File: src/rtl/lcdn_pkg.sv
// ----------------------------------------------------------------------------
// lcdn_pkg
// Shared types and constants for the 4-bit character LCD controller.
// ----------------------------------------------------------------------------
package lcdn_pkg;

  // Duration registers are 20 bits wide
  localparam int DUR_W = 20;

  // Default wait counter width
  localparam int COUNTER_WIDTH_DEF = 20;

  // Entries in the queue between front and back
  localparam int QUEUE_DEPTH = 2;

  // Register reset values, in ticks
  localparam logic [DUR_W-1:0] EN_HIGH_RST  = DUR_W'(830);
  localparam logic [DUR_W-1:0] EN_LOW_RST   = DUR_W'(830);
  localparam logic [DUR_W-1:0] POWERUP_RST  = DUR_W'(20000);
  localparam logic [DUR_W-1:0] FIRST_WT_RST = DUR_W'(5000);
  localparam logic [DUR_W-1:0] SHORT_WT_RST = DUR_W'(250);

  // Register indexes on the configuration port
  localparam logic [2:0] REG_EN_HIGH  = 3'd0;
  localparam logic [2:0] REG_EN_LOW   = 3'd1;
  localparam logic [2:0] REG_POWERUP  = 3'd2;
  localparam logic [2:0] REG_FIRST_WT = 3'd3;
  localparam logic [2:0] REG_SHORT_WT = 3'd4;

  // Power-up command bytes and nibbles
  localparam logic [7:0] CMD_FUNC_SET = 8'h28;
  localparam logic [7:0] CMD_DISP_ON  = 8'h0C;
  localparam logic [7:0] CMD_ENTRY    = 8'h06;
  localparam logic [7:0] CMD_CLEAR    = 8'h01;
  localparam logic [3:0] NIB_8BIT     = 4'h3;
  localparam logic [3:0] NIB_4BIT     = 4'h2;

  typedef enum logic [0:0] {
    ITEM_TICK  = 1'b0,
    ITEM_WRITE = 1'b1
  } item_kind_t;

  typedef struct packed {
    item_kind_t kind;
    logic       rs_select;
    logic [7:0] byte_value;
  } item_t;

  typedef struct packed {
    logic [DUR_W-1:0] en_high;
    logic [DUR_W-1:0] en_low;
    logic [DUR_W-1:0] powerup;
    logic [DUR_W-1:0] first_wait;
    logic [DUR_W-1:0] short_wait;
  } dur_cfg_t;

  typedef enum logic [4:0] {
    STEP_POWERUP   = 5'd0,
    STEP_FS1_HI    = 5'd1,
    STEP_FS1_LO    = 5'd2,
    STEP_FS1_WAIT  = 5'd3,
    STEP_FS2_HI    = 5'd4,
    STEP_FS2_LO    = 5'd5,
    STEP_FS2_WAIT  = 5'd6,
    STEP_FS3_HI    = 5'd7,
    STEP_FS3_LO    = 5'd8,
    STEP_FS3_WAIT  = 5'd9,
    STEP_MODE_HI   = 5'd10,
    STEP_MODE_LO   = 5'd11,
    STEP_MODE_WAIT = 5'd12,
    STEP_INIT0_HI  = 5'd13,
    STEP_INIT0_LO  = 5'd14,
    STEP_INIT1_HI  = 5'd15,
    STEP_INIT1_LO  = 5'd16,
    STEP_INIT2_HI  = 5'd17,
    STEP_INIT2_LO  = 5'd18,
    STEP_INIT3_HI  = 5'd19,
    STEP_INIT3_LO  = 5'd20,
    STEP_IDLE      = 5'd21,
    STEP_WR_HI     = 5'd22,
    STEP_WR_LO     = 5'd23
  } step_t;

endpackage

File: src/rtl/char_lcd_nibble_interface_ctrl.sv
// ----------------------------------------------------------------------------
// char_lcd_nibble_interface_ctrl
// Character LCD controller on a 4-bit bus: power-up sequence and byte writes.
// ----------------------------------------------------------------------------
//  port group   direction  handshake           payload
//  in_*         input      in_valid/in_ready   req_type, rs_select, byte_value
//  out_*        output     out_valid/out_ready lcd_rs, lcd_en, lcd_data,
//                                              busy_res, accepted
//  p* (APB)     config     psel/penable/pwrite paddr, pwdata, prdata
//
//  One request per clock sustained while out_ready stays high. A request
//  accepted is written into the front queue, and the back part then turns it
//  into its result in the pin registers; the sequencer step in the back part
//  is the loop that sets the rate.
//  rst_n is synchronous: the queue empties and the sequencer restarts the
//  power-up wait. A stalled out_ready holds the result; the two-entry queue
//  keeps taking requests until full.
// ----------------------------------------------------------------------------
module char_lcd_nibble_interface_ctrl #(
  parameter int COUNTER_WIDTH = lcdn_pkg::COUNTER_WIDTH_DEF
) (
  input  logic        clk,
  input  logic        rst_n,
  input  logic        in_valid,
  output logic        in_ready,
  input  logic        in_req_type,
  input  logic        in_rs_select,
  input  logic [7:0]  in_byte_value,
  output logic        out_valid,
  input  logic        out_ready,
  output logic        out_lcd_rs,
  output logic        out_lcd_en,
  output logic [3:0]  out_lcd_data,
  output logic        out_busy_res,
  output logic        out_accepted,
  input  logic        psel,
  input  logic        penable,
  input  logic        pwrite,
  input  logic [4:0]  paddr,
  input  logic [31:0] pwdata,
  output logic [31:0] prdata,
  output logic        pready
);
  import lcdn_pkg::*;

  dur_cfg_t dur_cfg;
  item_t    q_item;
  logic     q_valid;
  logic     q_pop;

  lcdn_cfg u_cfg (
    .clk     (clk),
    .rst_n   (rst_n),
    .psel    (psel),
    .penable (penable),
    .pwrite  (pwrite),
    .paddr   (paddr),
    .pwdata  (pwdata),
    .prdata  (prdata),
    .pready  (pready),
    .dur_cfg (dur_cfg)
  );

  lcdn_front u_front (
    .clk           (clk),
    .rst_n         (rst_n),
    .in_valid      (in_valid),
    .in_ready      (in_ready),
    .in_req_type   (in_req_type),
    .in_rs_select  (in_rs_select),
    .in_byte_value (in_byte_value),
    .q_valid       (q_valid),
    .q_pop         (q_pop),
    .q_item        (q_item)
  );

  lcdn_back #(
    .COUNTER_WIDTH (COUNTER_WIDTH)
  ) u_back (
    .clk          (clk),
    .rst_n        (rst_n),
    .dur_cfg      (dur_cfg),
    .q_valid      (q_valid),
    .q_pop        (q_pop),
    .q_item       (q_item),
    .out_valid    (out_valid),
    .out_ready    (out_ready),
    .out_lcd_rs   (out_lcd_rs),
    .out_lcd_en   (out_lcd_en),
    .out_lcd_data (out_lcd_data),
    .out_busy_res (out_busy_res),
    .out_accepted (out_accepted)
  );

endmodule

File: src/rtl/lcdn_cfg.sv
// ----------------------------------------------------------------------------
// lcdn_cfg
// APB-style register file holding the five timing durations.
// ----------------------------------------------------------------------------
module lcdn_cfg (
  input  logic              clk,
  input  logic              rst_n,
  input  logic              psel,
  input  logic              penable,
  input  logic              pwrite,
  input  logic [4:0]        paddr,
  input  logic [31:0]       pwdata,
  output logic [31:0]       prdata,
  output logic              pready,
  output lcdn_pkg::dur_cfg_t dur_cfg
);
  import lcdn_pkg::*;

  dur_cfg_t   regs_r;
  logic [2:0] reg_idx;
  logic       wr_en;

  assign reg_idx = paddr[4:2];
  assign wr_en   = psel & penable & pwrite;
  assign pready  = 1'b1;
  assign dur_cfg = regs_r;

  always_ff @(posedge clk) begin
    if (!rst_n) begin
      regs_r.en_high    <= EN_HIGH_RST;
      regs_r.en_low     <= EN_LOW_RST;
      regs_r.powerup    <= POWERUP_RST;
      regs_r.first_wait <= FIRST_WT_RST;
      regs_r.short_wait <= SHORT_WT_RST;
    end else if (wr_en) begin
      unique case (reg_idx)
        REG_EN_HIGH:  regs_r.en_high    <= pwdata[DUR_W-1:0];
        REG_EN_LOW:   regs_r.en_low     <= pwdata[DUR_W-1:0];
        REG_POWERUP:  regs_r.powerup    <= pwdata[DUR_W-1:0];
        REG_FIRST_WT: regs_r.first_wait <= pwdata[DUR_W-1:0];
        REG_SHORT_WT: regs_r.short_wait <= pwdata[DUR_W-1:0];
        default: ;
      endcase
    end
  end

  always_comb begin
    unique case (reg_idx)
      REG_EN_HIGH:  prdata = 32'(regs_r.en_high);
      REG_EN_LOW:   prdata = 32'(regs_r.en_low);
      REG_POWERUP:  prdata = 32'(regs_r.powerup);
      REG_FIRST_WT: prdata = 32'(regs_r.first_wait);
      REG_SHORT_WT: prdata = 32'(regs_r.short_wait);
      default:      prdata = '0;
    endcase
  end

endmodule

File: src/rtl/lcdn_front.sv
// ----------------------------------------------------------------------------
// lcdn_front
// Accepts requests, tags them as tick or byte write and queues them.
// ----------------------------------------------------------------------------
module lcdn_front (
  input  logic          clk,
  input  logic          rst_n,
  input  logic          in_valid,
  output logic          in_ready,
  input  logic          in_req_type,
  input  logic          in_rs_select,
  input  logic [7:0]    in_byte_value,
  output logic          q_valid,
  input  logic          q_pop,
  output lcdn_pkg::item_t q_item
);
  import lcdn_pkg::*;

  localparam int PTR_W = (QUEUE_DEPTH > 1) ? $clog2(QUEUE_DEPTH) : 1;
  localparam int CNT_W = $clog2(QUEUE_DEPTH + 1);
  localparam logic [PTR_W-1:0] PTR_LAST = PTR_W'(QUEUE_DEPTH - 1);
  localparam logic [CNT_W-1:0] CNT_FULL = CNT_W'(QUEUE_DEPTH);

  item_t            entry_r [QUEUE_DEPTH];
  logic [PTR_W-1:0] wr_ptr_r, wr_ptr_nxt;
  logic [PTR_W-1:0] rd_ptr_r, rd_ptr_nxt;
  logic [CNT_W-1:0] count_r, count_nxt;
  logic             push;
  logic             pop;
  item_t            new_item;

  assign in_ready = (count_r != CNT_FULL);
  assign push     = in_valid & in_ready;
  assign q_valid  = (count_r != '0);
  assign pop      = q_pop & q_valid;
  assign q_item   = entry_r[rd_ptr_r];

  always_comb begin
    new_item.kind       = in_req_type ? ITEM_WRITE : ITEM_TICK;
    new_item.rs_select  = in_rs_select;
    new_item.byte_value = in_byte_value;
  end

  always_comb begin
    wr_ptr_nxt = wr_ptr_r;
    rd_ptr_nxt = rd_ptr_r;
    count_nxt  = count_r;
    if (push) begin
      wr_ptr_nxt = (wr_ptr_r == PTR_LAST) ? '0 : wr_ptr_r + PTR_W'(1);
    end
    if (pop) begin
      rd_ptr_nxt = (rd_ptr_r == PTR_LAST) ? '0 : rd_ptr_r + PTR_W'(1);
    end
    if (push && !pop) begin
      count_nxt = count_r + CNT_W'(1);
    end else if (pop && !push) begin
      count_nxt = count_r - CNT_W'(1);
    end
  end

  always_ff @(posedge clk) begin
    if (!rst_n) begin
      wr_ptr_r <= '0;
      rd_ptr_r <= '0;
      count_r  <= '0;
    end else begin
      wr_ptr_r <= wr_ptr_nxt;
      rd_ptr_r <= rd_ptr_nxt;
      count_r  <= count_nxt;
    end
  end

  always_ff @(posedge clk) begin
    if (push) begin
      entry_r[wr_ptr_r] <= new_item;
    end
  end

endmodule

File: src/rtl/lcdn_back.sv
// ----------------------------------------------------------------------------
// lcdn_back
// Power-up and nibble-transfer sequencer; its pin registers are the result.
// ----------------------------------------------------------------------------
module lcdn_back #(
  parameter int COUNTER_WIDTH = lcdn_pkg::COUNTER_WIDTH_DEF
) (
  input  logic               clk,
  input  logic               rst_n,
  input  lcdn_pkg::dur_cfg_t dur_cfg,
  input  logic               q_valid,
  output logic               q_pop,
  input  lcdn_pkg::item_t    q_item,
  output logic               out_valid,
  input  logic               out_ready,
  output logic               out_lcd_rs,
  output logic               out_lcd_en,
  output logic [3:0]         out_lcd_data,
  output logic               out_busy_res,
  output logic               out_accepted
);
  import lcdn_pkg::*;

  localparam int CW = COUNTER_WIDTH;
  localparam int DW = (CW > DUR_W) ? CW : DUR_W;
  localparam logic [DW-1:0] CNT_MAX = DW'((64'(1) << CW) - 64'(1));

  step_t            step_r, step_nxt;
  logic [CW-1:0]    wait_cnt_r, wait_cnt_nxt;
  logic [7:0]       held_byte_r, held_byte_nxt;
  logic             held_sel_r, held_sel_nxt;
  logic             low_pend_r, low_pend_nxt;
  logic             pin_rs_r, pin_rs_nxt;
  logic             pin_en_r, pin_en_nxt;
  logic [3:0]       pin_nib_r, pin_nib_nxt;
  logic             accepted_r, accepted_nxt;
  logic             out_valid_r, out_valid_nxt;

  logic             fire;
  logic [DUR_W-1:0] dur_sel;
  logic [DW-1:0]    dur_ext;
  logic [DW-1:0]    phase_len;
  logic [CW-1:0]    wait_inc;
  logic             phase_done;
  logic             start_byte;
  logic [7:0]       start_value;
  logic             start_sel;

  // Take a new item whenever the result slot is free or being emptied
  assign fire      = q_valid & (~out_valid_r | out_ready);
  assign q_pop     = fire;

  assign out_valid    = out_valid_r;
  assign out_lcd_rs   = pin_rs_r;
  assign out_lcd_en   = pin_en_r;
  assign out_lcd_data = pin_nib_r;
  assign out_busy_res = (step_r != STEP_IDLE);
  assign out_accepted = accepted_r;

  always_comb begin
    unique case (step_r) inside
      STEP_POWERUP:  dur_sel = dur_cfg.powerup;
      STEP_FS1_WAIT: dur_sel = dur_cfg.first_wait;
      STEP_FS2_WAIT, STEP_FS3_WAIT, STEP_MODE_WAIT:
        dur_sel = dur_cfg.short_wait;
      STEP_FS1_HI, STEP_FS2_HI, STEP_FS3_HI, STEP_MODE_HI, STEP_INIT0_HI,
      STEP_INIT1_HI, STEP_INIT2_HI, STEP_INIT3_HI, STEP_WR_HI:
        dur_sel = dur_cfg.en_high;
      STEP_FS1_LO, STEP_FS2_LO, STEP_FS3_LO, STEP_MODE_LO, STEP_INIT0_LO,
      STEP_INIT1_LO, STEP_INIT2_LO, STEP_INIT3_LO, STEP_WR_LO:
        dur_sel = dur_cfg.en_low;
      default: dur_sel = DUR_W'(1);
    endcase
  end

  // Zero acts as one tick; clamp to what the counter can reach
  always_comb begin
    dur_ext = DW'(dur_sel);
    if (dur_sel == '0) begin
      phase_len = DW'(1);
    end else if (dur_ext > CNT_MAX) begin
      phase_len = CNT_MAX;
    end else begin
      phase_len = dur_ext;
    end
  end

  assign wait_inc   = (wait_cnt_r == '1) ? wait_cnt_r : wait_cnt_r + CW'(1);
  assign phase_done = (DW'(wait_inc) >= phase_len);

  always_comb begin
    step_nxt      = step_r;
    wait_cnt_nxt  = wait_cnt_r;
    held_byte_nxt = held_byte_r;
    held_sel_nxt  = held_sel_r;
    low_pend_nxt  = low_pend_r;
    pin_rs_nxt    = pin_rs_r;
    pin_en_nxt    = pin_en_r;
    pin_nib_nxt   = pin_nib_r;
    accepted_nxt  = accepted_r;
    out_valid_nxt = out_valid_r & ~out_ready;
    start_byte    = 1'b0;
    start_value   = 8'h00;
    start_sel     = 1'b0;

    if (fire) begin
      out_valid_nxt = 1'b1;
      accepted_nxt  = 1'b0;
      if (q_item.kind == ITEM_TICK) begin
        if (step_r != STEP_IDLE) begin
          if (!phase_done) begin
            wait_cnt_nxt = wait_inc;
          end else begin
            wait_cnt_nxt = '0;
            unique case (step_r) inside
              STEP_POWERUP: begin
                pin_rs_nxt  = 1'b0;
                pin_nib_nxt = NIB_8BIT;
                pin_en_nxt  = 1'b1;
                step_nxt    = STEP_FS1_HI;
              end
              STEP_FS1_HI, STEP_FS1_LO, STEP_FS2_HI, STEP_FS2_LO,
              STEP_FS3_HI, STEP_FS3_LO, STEP_MODE_HI, STEP_MODE_LO,
              STEP_INIT0_HI, STEP_INIT1_HI, STEP_INIT2_HI, STEP_INIT3_HI,
              STEP_WR_HI: begin
                pin_en_nxt = 1'b0;
                step_nxt   = step_t'(step_r + 5'd1);
              end
              STEP_FS1_WAIT, STEP_FS2_WAIT: begin
                pin_en_nxt = 1'b1;
                step_nxt   = step_t'(step_r + 5'd1);
              end
              STEP_FS3_WAIT: begin
                pin_nib_nxt = NIB_4BIT;
                pin_en_nxt  = 1'b1;
                step_nxt    = STEP_MODE_HI;
              end
              STEP_MODE_WAIT: begin
                start_byte  = 1'b1;
                start_value = CMD_FUNC_SET;
                step_nxt    = STEP_INIT0_HI;
              end
              STEP_INIT0_LO, STEP_INIT1_LO, STEP_INIT2_LO, STEP_INIT3_LO,
              STEP_WR_LO: begin
                if (low_pend_r) begin
                  // Send the low nibble with a fresh pulse
                  pin_nib_nxt  = held_byte_r[3:0];
                  pin_en_nxt   = 1'b1;
                  low_pend_nxt = 1'b0;
                  step_nxt     = step_t'(step_r - 5'd1);
                end else begin
                  case (step_r)
                    STEP_INIT0_LO: begin
                      start_byte  = 1'b1;
                      start_value = CMD_DISP_ON;
                      step_nxt    = STEP_INIT1_HI;
                    end
                    STEP_INIT1_LO: begin
                      start_byte  = 1'b1;
                      start_value = CMD_ENTRY;
                      step_nxt    = STEP_INIT2_HI;
                    end
                    STEP_INIT2_LO: begin
                      start_byte  = 1'b1;
                      start_value = CMD_CLEAR;
                      step_nxt    = STEP_INIT3_HI;
                    end
                    default: step_nxt = STEP_IDLE;
                  endcase
                end
              end
              default: step_nxt = STEP_IDLE;
            endcase
          end
        end
      end else if (step_r == STEP_IDLE) begin
        start_byte   = 1'b1;
        start_value  = q_item.byte_value;
        start_sel    = q_item.rs_select;
        step_nxt     = STEP_WR_HI;
        accepted_nxt = 1'b1;
      end

      if (start_byte) begin
        // Load the byte and raise enable with its high nibble
        held_byte_nxt = start_value;
        held_sel_nxt  = start_sel;
        pin_rs_nxt    = start_sel;
        pin_nib_nxt   = start_value[7:4];
        pin_en_nxt    = 1'b1;
        low_pend_nxt  = 1'b1;
        wait_cnt_nxt  = '0;
      end
    end
  end

  always_ff @(posedge clk) begin
    if (!rst_n) begin
      step_r      <= STEP_POWERUP;
      wait_cnt_r  <= '0;
      held_byte_r <= '0;
      held_sel_r  <= 1'b0;
      low_pend_r  <= 1'b0;
      pin_rs_r    <= 1'b0;
      pin_en_r    <= 1'b0;
      pin_nib_r   <= '0;
      accepted_r  <= 1'b0;
      out_valid_r <= 1'b0;
    end else begin
      step_r      <= step_nxt;
      wait_cnt_r  <= wait_cnt_nxt;
      held_byte_r <= held_byte_nxt;
      held_sel_r  <= held_sel_nxt;
      low_pend_r  <= low_pend_nxt;
      pin_rs_r    <= pin_rs_nxt;
      pin_en_r    <= pin_en_nxt;
      pin_nib_r   <= pin_nib_nxt;
      accepted_r  <= accepted_nxt;
      out_valid_r <= out_valid_nxt;
    end
  end

endmodule

File: config.mk
export PLATFORM = sky130hd
export DESIGN_NAME = char_lcd_nibble_interface_ctrl
export DESIGN_NICKNAME = d
export VERILOG_FILES = /design/src/rtl/lcdn_pkg.sv /design/src/rtl/char_lcd_nibble_interface_ctrl.sv /design/src/rtl/lcdn_cfg.sv /design/src/rtl/lcdn_front.sv /design/src/rtl/lcdn_back.sv
export SDC_FILE = /design/constraint.sdc
export NUM_CORES = 1
export LEC_CHECK = 0
export ABC_CLOCK_PERIOD_IN_PS = 7000
export BUFFER_PORTS_ARGS = -buffer_cell sky130_fd_sc_hd__buf_2
export CORE_ASPECT_RATIO = 0.6
export CORE_MARGIN = 3
export CORE_UTILIZATION = 45
export CTS_CLUSTER_SIZE = 24
export DETAILED_ROUTE_END_ITERATION = 10
export PLACE_DENSITY_LB_ADDON = 0.12
export REMOVE_ABC_BUFFERS = 1
export SLEW_MARGIN = 20
export SYNTH_ARGS = -nofsm -noshare
export SYNTH_HDL_FRONTEND = slang
export SYNTH_SLANG_ARGS = --single-unit
File: constraint.sdc
create_clock -name clk -period 7 [get_ports clk]
set_clock_uncertainty 0.1 [all_clocks]
set_input_delay 0.7 -clock clk [delete_from_list [all_inputs] [get_ports clk]]
set_output_delay 0.7 -clock clk [all_outputs]
set_load 0.01 [all_outputs]
==> results of run 1 <==
-- final timing paths --
kind / start / endpoint / slack, ps / depth (start not counted)
hold reg to reg: u_cfg.dur_cfg[16] / u_cfg.dur_cfg[16] / 370 / 2
hold / removal: in_byte_value[4] / u_front.entry_r[1][4] / 350 / 1
setup / recovery: u_back.step_r[0] / u_back.wait_cnt_r[17] / 750 / 20
setup reg to reg: u_back.step_r[0] / u_back.wait_cnt_r[17] / 750 / 20
-- metal layers --
layer / vias to the layer above / track usage (%) / share of wire [%]
li1: 4055 / - / -
met1: 4032 / 42.32 / 51
met2: 441 / 33.38 / 38
met3: 19 / 6.338 / 11
met4: 0 / 6.194 / 0.87
met5: - / 0 / 0
-- placed cells by master, fill, tap and decap left out, drive strengths merged, types with 4 or more instances in the layout --
cell type / n
a31oi: 5
nor2b: 5
o21ai: 44
and2: 5
inv: 40
nand3: 53
a22o: 5
o22ai: 6
and4: 4
ha: 29
a221oi: 17
a21o: 11
a21oi: 120
a222oi: 20
nand2: 271
xnor2: 13
dfxtp: 143
buf: 84
a221o: 20
mux2: 4
clkbuf: 20
and3: 14
nor2: 48
nand2b: 6
a211oi: 4
mux2i: 29
clkinv: 6
or3: 5
edfxtp: 20
conb: 13
xor2: 7
o211ai: 6
nor3: 13
nand4: 18
-- through the flow --
| step | util, % | instance area [sq um] |
|---|---|---|
| after global placement | 48.73 | 9393 |
| after global routing | 51.66 | 9957 |
| after detailed placement | 48.73 | 9393 |
| after floorplan | - | 8553 |
| after CTS | 51.66 | 9957 |
| final | 51.66 | 9957 |
-- report_power, final --
| group | total (uW) | leakage [uW] | switching (uW) | internal [uW] |
|---|---|---|---|---|
| combinational | 943 | 0.00236 | 623 | 320 |
| sequential | 1060 | 0.00134 | 53.1 | 1010 |
| clock | 909 | 0.000276 | 420 | 490 |
| total | 2910 | 0.00397 | 1100 | 1820 |
-- critical path, cell delays in order, from the launching register on --
cell	delay, ps
dfxtp_1	420
inv_1	130
ha_1	360
nor2b_1	200
o21a_1	240
nor2_8	190
nand2_2	250
buf_4	290
a221oi_1	570
nand4_1	200
or4_1	580
o211ai_2	200
ha_1	250
nand2b_1	140
a21o_1	180
a211o_1	320
a221oi_2	340
o211ai_1	400
nor2_1	470
a21oi_1	130
nor3_1	190
-- kinds of logic (layout without fill, tap and decap cells) --
logic type | after synthesis | in the layout | synth area share [%]
AND/OR/NAND/NOR | 461 | 461 | 23.15
AO/OA/AOI/OAI | 288 | 288 | 21.74
flip-flops | 163 | 163 | 38.67
XOR/XNOR | 20 | 20 | 1.956
buffers and inverters | 124 | 152 | 6.468
multiplexers | 33 | 33 | 3.884
adder cells (fa/ha/maj) | 29 | 29 | 4.051
other | 2 | 13 | 0.08385
-- sequential cells by signal, indices dropped and copies added (netlist names), named ones only --
register / count
u_cfg.dur_cfg: 100
u_back.wait_cnt_r: 20
u_front.entry_r: 20
u_back.step_r: 5
u_back.held_byte_r: 4
u_back.out_lcd_data: 4
u_front.count_r: 2
u_back.low_pend_r: 1
u_back.out_accepted: 1
u_back.out_lcd_en: 1
u_back.out_lcd_rs: 1
u_back.out_valid: 1
u_front.rd_ptr_r: 1
u_front.wr_ptr_r: 1
-- area by class of cell --
type / instances / area, sq um / area share [%]
Clock buffer: 20 / 466.7 / 4.687
Multi-Input combinational cell: 844 / 5004 / 50.25
Clock inverter: 12 / 97.59 / 0.9801
Inverter: 36 / 135.1 / 1.357
Timing Repair Buffer: 84 / 457.9 / 4.599
Sequential cell: 163 / 3463 / 34.78
Tap cell: 266 / 332.8 / 3.343
-- synth_stat cells (all sizes together), types with 6 or more instances --
| library cell | count |
|---|---|
| a21o | 11 |
| nand2 | 271 |
| o22ai | 6 |
| o211ai | 6 |
| nand4 | 18 |
| edfxtp | 20 |
| dfxtp | 143 |
| nor3 | 13 |
| nand3 | 53 |
| a221oi | 17 |
| o21ai | 44 |
| ha | 29 |
| and3 | 14 |
| inv | 34 |
| a21oi | 120 |
| mux2i | 29 |
| nand2b | 6 |
| a221o | 20 |
| nor2 | 48 |
| a222oi | 20 |
| clkbuf | 56 |
| xor2 | 7 |
| xnor2 | 13 |
| buf | 32 |
==> qor.txt, run 1 <==
Status: finished, final reports clean
Cell Count, Final, Fillers Out: 1,425
Max_slew headroom: 24.19%
Synth Warn #: 0
Setup violations, final: 0
Fin worst setup slack: 752.1 ps
Die Width: 188.1 um
WL final: 28,360 um
Crit path DAT: 6500 ps
Setup crit end kind: flop
Post-CTS setup repair buffer count: 0
Slew Limit Fails: 0
Number of nets with antenna violations after routing: 0
Max clock buf depth: 2
Worst EP required: 7250 ps
Syn avg cell area: 7.997 sq um
Worst-margin pin slew: 1137 ps
# placed instances: 1,393
Resize count post-CTS: 0
Final Hold Viols: 0
Fmax: 0.1601 GHz
Clk Latency, worst-skew pair: 440 ps
Grt ovf: 0
DP HPWL: 19,270 um
Maximum vdd drop: 176.1 uV
Top Ports: 97
Initial antenna violation count: 0
Power, Total: 2910 uW
Count of unique library cells instantiated by Yosys: 78
Share of layout cells above drive strength 1: 12.68%
Synth area leaders: dfxtp_1 32%, nand2_1 11%, edfxtp_1 6.7%
Final net count: 1,229
Hold Worst Slack: 347.2 ps
Post-layout min period: 6248 ps
Pwr dens: 292.3 nW/um^2
RSZ-0062 raised after global routing: no
Final setup TNS: 0 ps
Sequential area share after synthesis: 38.67%
Post-synth ARST share: 0%
Pin count of the biggest net entering global routing: 62
P_leak: 0.003975 uW
Area leader, netlist: dfxtp_1
CTS Sinks: 163
Hold Path Class: in2reg
Core area: 19,270 sq um
Placer Congestion: 0.8830
Filler cells: 1,896
H-tree depth: 4
Post-Synthesis Cells: 1,120
Proportion of netlist area held by the largest area contributor: 31.96%
Die Ht: 115.3 um
CTS tree: yes
Clk slew on worst S/H paths: 70 ps
Startpoint Class: flop
First-pass GRT wire length: 44,100 um
Crit-path max FO: 12
Post-Place Worst Slack: 942.7 ps
Root buffer cell: clkbuf_16
Initial core utilization: 46.47%
TritonCTS Buffers: 17
Initial DRT Pass Iterations: 6
Layout area overhead: 11.18%
DR WL/cell: 19.90 um
Count of buffers from port buffering: 69
Post-synth design cell area: 8956 sq um
Number of flops mapped to enable cells by yosys: 20
Top FF cell, synth: dfxtp_1
Vias in the first global route: 7,407
# rows: 39
Vias per std cell: 5.998
GRT Overall Usage: 26.07%
N_diodes: 0
Final period utilization: 89.26%
Initial DRC count: 1,055
Drt drc: 0
#FFs+latches synth: 163
Number of max-cap violations: 0
Total number of vias: 8,547
Post-CTS Hold Buffers: 0
Full die area: 21,690 sq um
Critical Setup Path Class: reg2reg
(Power assumes the default switching activity.)
==> run 2: changes to the inputs <==
--- a/config.mk
+++ b/config.mk
@@ -13,7 +13,6 @@
 export CTS_CLUSTER_SIZE = 24
 export DETAILED_ROUTE_END_ITERATION = 10
 export PLACE_DENSITY_LB_ADDON = 0.12
-export REMOVE_ABC_BUFFERS = 1
 export SLEW_MARGIN = 20
 export SYNTH_ARGS = -nofsm -noshare
 export SYNTH_HDL_FRONTEND = slang
==> run 2 against run 1 <==
Core utilization barely moved. Highest routed layer unchanged. Wire length rose by 0.55%. Clock power rose by 2.8%. Register-to-register slack got worse by 70 ps. Power rose by 1.0%. Fmax fell by 1.1%.
==> qor.txt, run 2 (synthesis gave the netlist of run 1 again) <==
Setup violations, final: 0 (unchanged)
Number of max-cap violations: 0 (unchanged)
Clk network pwr share: 31.8% (was 31.2%)
Initial DRC count: 980 (was 1,055)
Count of buffers from port buffering: 69 (unchanged)
Slowest cell on the critical path: a221oi_1 (was or4_1)
H-tree depth: 4 (unchanged)
Root buffer cell: clkbuf_16 (unchanged)
GR peak layer: met1 (unchanged)
Clk Latency, worst-skew pair: 440 ps (about the same)
Hold Worst Slack: 352.5 ps (was 347.2 ps)
Max_slew headroom: 24.47% (was 24.19%)
GRT Overall Usage: 26.25% (was 26.07%)
Worst EP required: 7250 ps (about the same)
DR WL/cell: 20.04 um (was 19.90 um)
Final setup TNS: 0 ps (unchanged)
Top cell by count, worst path: ha_1 (unchanged)
Pwr dens: 295.0 nW/um^2 (was 292.3 nW/um^2)
Placed inst area: 9378 sq um (was 9393 sq um)
N_diodes: 0 (unchanged)
Worst-margin pin slew: 1133 ps (was 1137 ps)
# rows: 39 (unchanged)
Finished Cell Area: 9965 sq um (was 9957 sq um)
Crit-path max FO: 22 (was 12)
P_leak: 0.003961 uW (was 0.003975 uW)
Commonest non-fill, non-tap cells in the layout: 270 x nand2_1, 143 x dfxtp_1, 119 x a21oi_1 (unchanged)
Setup crit end kind: flop (unchanged)
Worst stage delay on the critical path: 930 ps (was 580 ps)
Core area: 19,270 sq um (unchanged)
Number of nets with antenna violations after routing: 0 (unchanged)
Drt drc: 0 (unchanged)
WP buf/inv: 2 (unchanged)
Slew Limit Fails: 0 (unchanged)
Die Width: 188.1 um (unchanged)
Sequential Power Share: 36.2% (was 36.4%)
Final net count: 1,227 (was 1,229)
Filler cells: 1,883 (was 1,896)
Placer Congestion: 0.8631 (was 0.8830)
Clk slew on worst S/H paths: 70 ps (about the same)
Final Hold Viols: 0 (unchanged)
Initial DRT Pass Iterations: 6 (unchanged)
WL final: 28,510 um (was 28,360 um)
TritonCTS Buffers: 17 (unchanged)
Post-CTS setup repair buffer count: 0 (unchanged)
Maximum vdd drop: 195.4 uV (was 176.1 uV)
Max clock buf depth: 2 (unchanged)
RSZ-0062 raised after global routing: no (unchanged)
Grt ovf: 0 (unchanged)
Final period utilization: 90.27% (was 89.26%)
Hold depth: 1 (unchanged)
Met1 usage: 41.06% (was 42.32%)
Status: finished, final reports clean (unchanged)
Vias in the first global route: 7,556 (was 7,407)
First-pass GRT wire length: 44,200 um (was 44,100 um)
CTS tree: yes (unchanged)
GRT met3 Usage: 6.094% (was 6.338%)
Global-route track usage on met2: 35.96% (was 33.38%)
Worst path cell trace: inv_1 -> ha_1 -> nor2b_1 -> o21a_1 -> nor2_8 -> nand2_2 -> a221oi_1 -> nand4_1 -> or4_1 -> o211ai_2 -> ha_1 -> nand2b_1 -> a21o_1 -> a211o_1 -> a221oi_2 -> o211ai_1 -> buf_4 -> o21ai_1 -> nor3_1 -> a211oi_1 (was inv_1 -> ha_1 -> nor2b_1 -> o21a_1 -> nor2_8 -> nand2_2 -> buf_4 -> a221oi_1 -> nand4_1 -> or4_1 -> o211ai_2 -> ha_1 -> nand2b_1 -> a21o_1 -> a211o_1 -> a221oi_2 -> o211ai_1 -> nor2_1 -> a21oi_1 -> nor3_1)
Internal Power: 1851 uW (was 1815 uW)
Full die area: 21,690 sq um (unchanged)
Top Ports: 97 (unchanged)
Commonest non-fill, non-tap cell in the layout: nand2_1 (unchanged)
Vias per std cell: 6.012 (was 5.998)
Post-layout min period: 6319 ps (was 6248 ps)
Post-CTS Hold Buffers: 0 (unchanged)
Logic pwr share: 32.0% (was 32.4%)
Fmax: 0.1582 GHz (was 0.1601 GHz)
Critical Setup Path Class: reg2reg (unchanged)
Startpoint Class: flop (unchanged)
FF-to-FF path depth: 20 (unchanged)
Power, Total: 2939 uW (was 2910 uW)
Layout area overhead: 11.26% (was 11.18%)
Resize count post-CTS: 0 (unchanged)
Initial antenna violation count: 0 (unchanged)
CTS Sinks: 163 (unchanged)
Die Ht: 115.3 um (unchanged)
Sw Ratio: 37.04% (was 37.64%)
Initial core utilization: 46.47% (unchanged)
Pin count of the biggest net entering global routing: 96 (was 62)
DP HPWL: 18,730 um (was 19,270 um)
Net Sw Power: 1089 uW (was 1095 uW)
Crit path DAT: 6570 ps (was 6500 ps)
WP depth: 20 (unchanged)
Max reg flops: 100 (unchanged)
Share of layout cells above drive strength 1: 12.53% (was 12.68%)
Hold Path Class: in2reg (unchanged)
Crit path max-delay family: compound AO/OA/AOI/OAI gates (unchanged)
Total number of vias: 8,555 (was 8,547)
## run 2: cell count changes in the layout (fill, tap and decap cells not counted), sizes merged
cell / delta
buf: -2
clkinvlp: +2
clkbuf: -2
inv: -2
bufinv: +2
## run 2: layout make-up
cell class / instances / area, sq um / area share (%)
clock buffer: 18 / 429.2 / 4.307
clock inverter: 14 / 155.1 / 1.557
inverter: 36 / 135.1 / 1.356
multi-input combinational: 844 / 5006 / 50.24
sequential: 163 / 3463 / 34.76
tap: 266 / 332.8 / 3.340
timing repair buffer: 82 / 442.9 / 4.445
## run 2: power by group through the flow
stage	Combinational [uW]	Clock [uW]	Sequential, uW
finish	940	934	1060
global placement	904	0	1080
global route	1030	992	1070
floorplan	660	0	1060
detailed placement	912	0	1080
CTS	915	952	1060
## run 2: path summary, 6_finish.rpt
kind,startpoint,end,slack (ps)
max,u_back.step_r[0],u_back.step_r[4],680
min,in_byte_value[7],u_front.entry_r[1][7],350
max reg2reg,u_back.step_r[0],u_back.step_r[4],680
min reg2reg,u_back.out_accepted,u_back.out_accepted,350
## run 2: through the flow
stage	setup WS [ps]	instances	util [%]
3_5_place_dp	862.5	1391	48.65
3_3_place_gp	879.7	1391	48.65
6_report	680.8	1423	51.70
4_1_cts	831.7	1423	51.68
2_1_floorplan	2024	1131	-
5_1_grt	292.7	1423	51.70
## run 2: routing by layer
metal | vias up | wire length (um) | share of wire [%]
li1 | 4048 | - | -
met1 | 4005 | 13750 | 48
met2 | 476 | 11220 | 39
met3 | 26 | 3251 | 11
met4 | 0 | 295 | 1.0
met5 | - | 0 | 0
==> run 3: changes to the inputs <==
--- a/config.mk
+++ b/config.mk
@@ -10,6 +10,7 @@
 export CORE_ASPECT_RATIO = 0.6
 export CORE_MARGIN = 3
 export CORE_UTILIZATION = 45
+export CTS_BUF_LIST = sky130_fd_sc_hd__clkbuf_8
 export CTS_CLUSTER_SIZE = 24
 export DETAILED_ROUTE_END_ITERATION = 10
 export PLACE_DENSITY_LB_ADDON = 0.12
==> run 3 against run 2 <==
Combinational power hardly changed. Sequential power about the same. Design area fell by 1.9%. First-iteration DRC count increased by 15%.
==> qor.txt, run 3 (synthesis gave the netlist of run 1 again) <==
N_diodes: 0 (unchanged)
Full die area: 21,690 sq um (unchanged)
Max clock buf depth: 2 (unchanged)
H-tree depth: 4 (unchanged)
DP HPWL: 18,730 um (unchanged)
Pin count of the biggest net entering global routing: 96 (unchanged)
Post-CTS Hold Buffers: 0 (unchanged)
Slew Limit Fails: 0 (unchanged)
Vias in the first global route: 7,542 (was 7,556)
Flip-flop and latch area: 3463 sq um (unchanged)
Worst EP required: 7290 ps (was 7250 ps)
Final setup TNS: 0 ps (unchanged)
Filler cells: 1,901 (was 1,883)
Final period utilization: 90.55% (was 90.27%)
Total number of vias: 8,494 (was 8,555)
Die Width: 188.1 um (unchanged)
Startpoint Class: flop (unchanged)
Count of buffers from port buffering: 69 (unchanged)
Share of layout cells above drive strength 1: 12.53% (unchanged)
Post-CTS setup repair buffer count: 0 (unchanged)
Max reg flops: 100 (unchanged)
TritonCTS Buffers: 17 (unchanged)
Number of max-cap violations: 0 (unchanged)
Initial core utilization: 46.47% (unchanged)
CTS tree: yes (unchanged)
Initial DRC count: 1,128 (was 980)
Pwr dens: 276.6 nW/um^2 (was 295.0 nW/um^2)
Max_slew headroom: 24.42% (was 24.47%)
Vias per std cell: 5.969 (was 6.012)
Commonest non-fill, non-tap cells in the layout: 270 x nand2_1, 143 x dfxtp_1, 119 x a21oi_1 (unchanged)
Hold Worst Slack: 314.0 ps (was 352.5 ps)
Final net count: 1,227 (unchanged)
Drt drc: 0 (unchanged)
Area of the multi-input gates: 5006 sq um (unchanged)
DR WL/cell: 20.08 um (was 20.04 um)
Layout area overhead: 9.123% (was 11.26%)
Core area: 19,270 sq um (unchanged)
WL final: 28,570 um (was 28,510 um)
Clk Latency, worst-skew pair: 480 ps (was 440 ps)
Crit-path max FO: 22 (unchanged)
Hold Path Class: in2reg (unchanged)
Resize count post-CTS: 0 (unchanged)
Grt ovf: 0 (unchanged)
Top Ports: 97 (unchanged)
Post-layout min period: 6338 ps (was 6319 ps)
Initial antenna violation count: 0 (unchanged)
Status: finished, final reports clean (unchanged)
Worst-margin pin slew: 1134 ps (was 1133 ps)
Setup crit end kind: flop (unchanged)
Clk slew on worst S/H paths: 100 ps (was 70 ps)
RSZ-0062 raised after global routing: no (unchanged)
Placer Congestion: 0.8631 (unchanged)
P_leak: 0.003878 uW (was 0.003961 uW)
Final Hold Viols: 0 (unchanged)
Maximum vdd drop: 197.1 uV (was 195.4 uV)
Die Ht: 115.3 um (unchanged)
Root buffer cell: clkbuf_8 (was clkbuf_16)
Commonest non-fill, non-tap cell in the layout: nand2_1 (unchanged)
Initial DRT Pass Iterations: 8 (was 6)
First-pass GRT wire length: 44,090 um (was 44,200 um)
Fmax: 0.1578 GHz (was 0.1582 GHz)
# rows: 39 (unchanged)
Critical Setup Path Class: reg2reg (unchanged)
Number of nets with antenna violations after routing: 0 (unchanged)
CTS Sinks: 163 (unchanged)
GRT Overall Usage: 26.25% (about the same)
Crit path DAT: 6620 ps (was 6570 ps)
Setup violations, final: 0 (unchanged)
-- run 3: worst paths after layout --
check | cells past startpoint | endpoint | from | slack, ps
hold reg to reg | 2 | u_back.out_accepted | u_back.out_accepted | 360
setup reg to reg | 20 | u_back.wait_cnt_r[7] | u_back.step_r[0] | 660
setup / recovery | 20 | u_back.wait_cnt_r[7] | u_back.step_r[0] | 660
hold / removal | 1 | u_front.entry_r[1][7] | in_byte_value[7] | 310
-- run 3: routing by layer --
| metal | global-route usage, % | up-vias | wire [um] |
|---|---|---|---|
| met5 | 0 | - | 0 |
| met4 | 7.043 | 0 | 317 |
| met3 | 5.972 | 22 | 2999 |
| met2 | 35.71 | 420 | 11310 |
| met1 | 40.97 | 4003 | 13950 |
| li1 | - | 4049 | - |
-- run 3: stage by stage --
stage	area (sq um)	power (uW)	worst slack, ps	instances	util, %
floorplan	8997	1716	2024	1131	-
global placement	9378	1988	879.7	1391	48.65
detailed placement	9378	1996	862.5	1391	48.65
CTS	9771	2692	825.1	1423	50.69
global route	9773	2853	291.0	1423	50.70
finish	9773	2704	661.7	1423	50.70
-- run 3: power breakdown --
group | leakage [uW] | internal, uW | switching (uW)
registers | 0.00134 | 1000 | 59.0
clock network | 0.000189 | 319 | 379
logic | 0.00235 | 316 | 626
-- run 3: worst max-delay path, stage by stage (launching register included) --
cell       delay (ps)
dfxtp_1           440
inv_1             130
ha_1              350
nor2b_1           190
o21a_1            260
nor2_8            190
nand2_2           430
a221oi_1          930
nand4_1           170
or4_1             450
o211ai_2          150
ha_1              240
nand2b_1          140
a21o_1            180
a211o_1           300
a221oi_2          380
o2111ai_1         400
nor3_1            260
buf_4             250
a21oi_1            90
o22ai_1           220
-- run 3: area by class of cell --
class	instances	area share [%]
clock inverter	15	1.626
tap	266	3.405
inverter	36	1.383
clock buffer	17	2.394
sequential	163	35.44
timing repair buffer	82	4.532
multi-input combinational	844	51.22
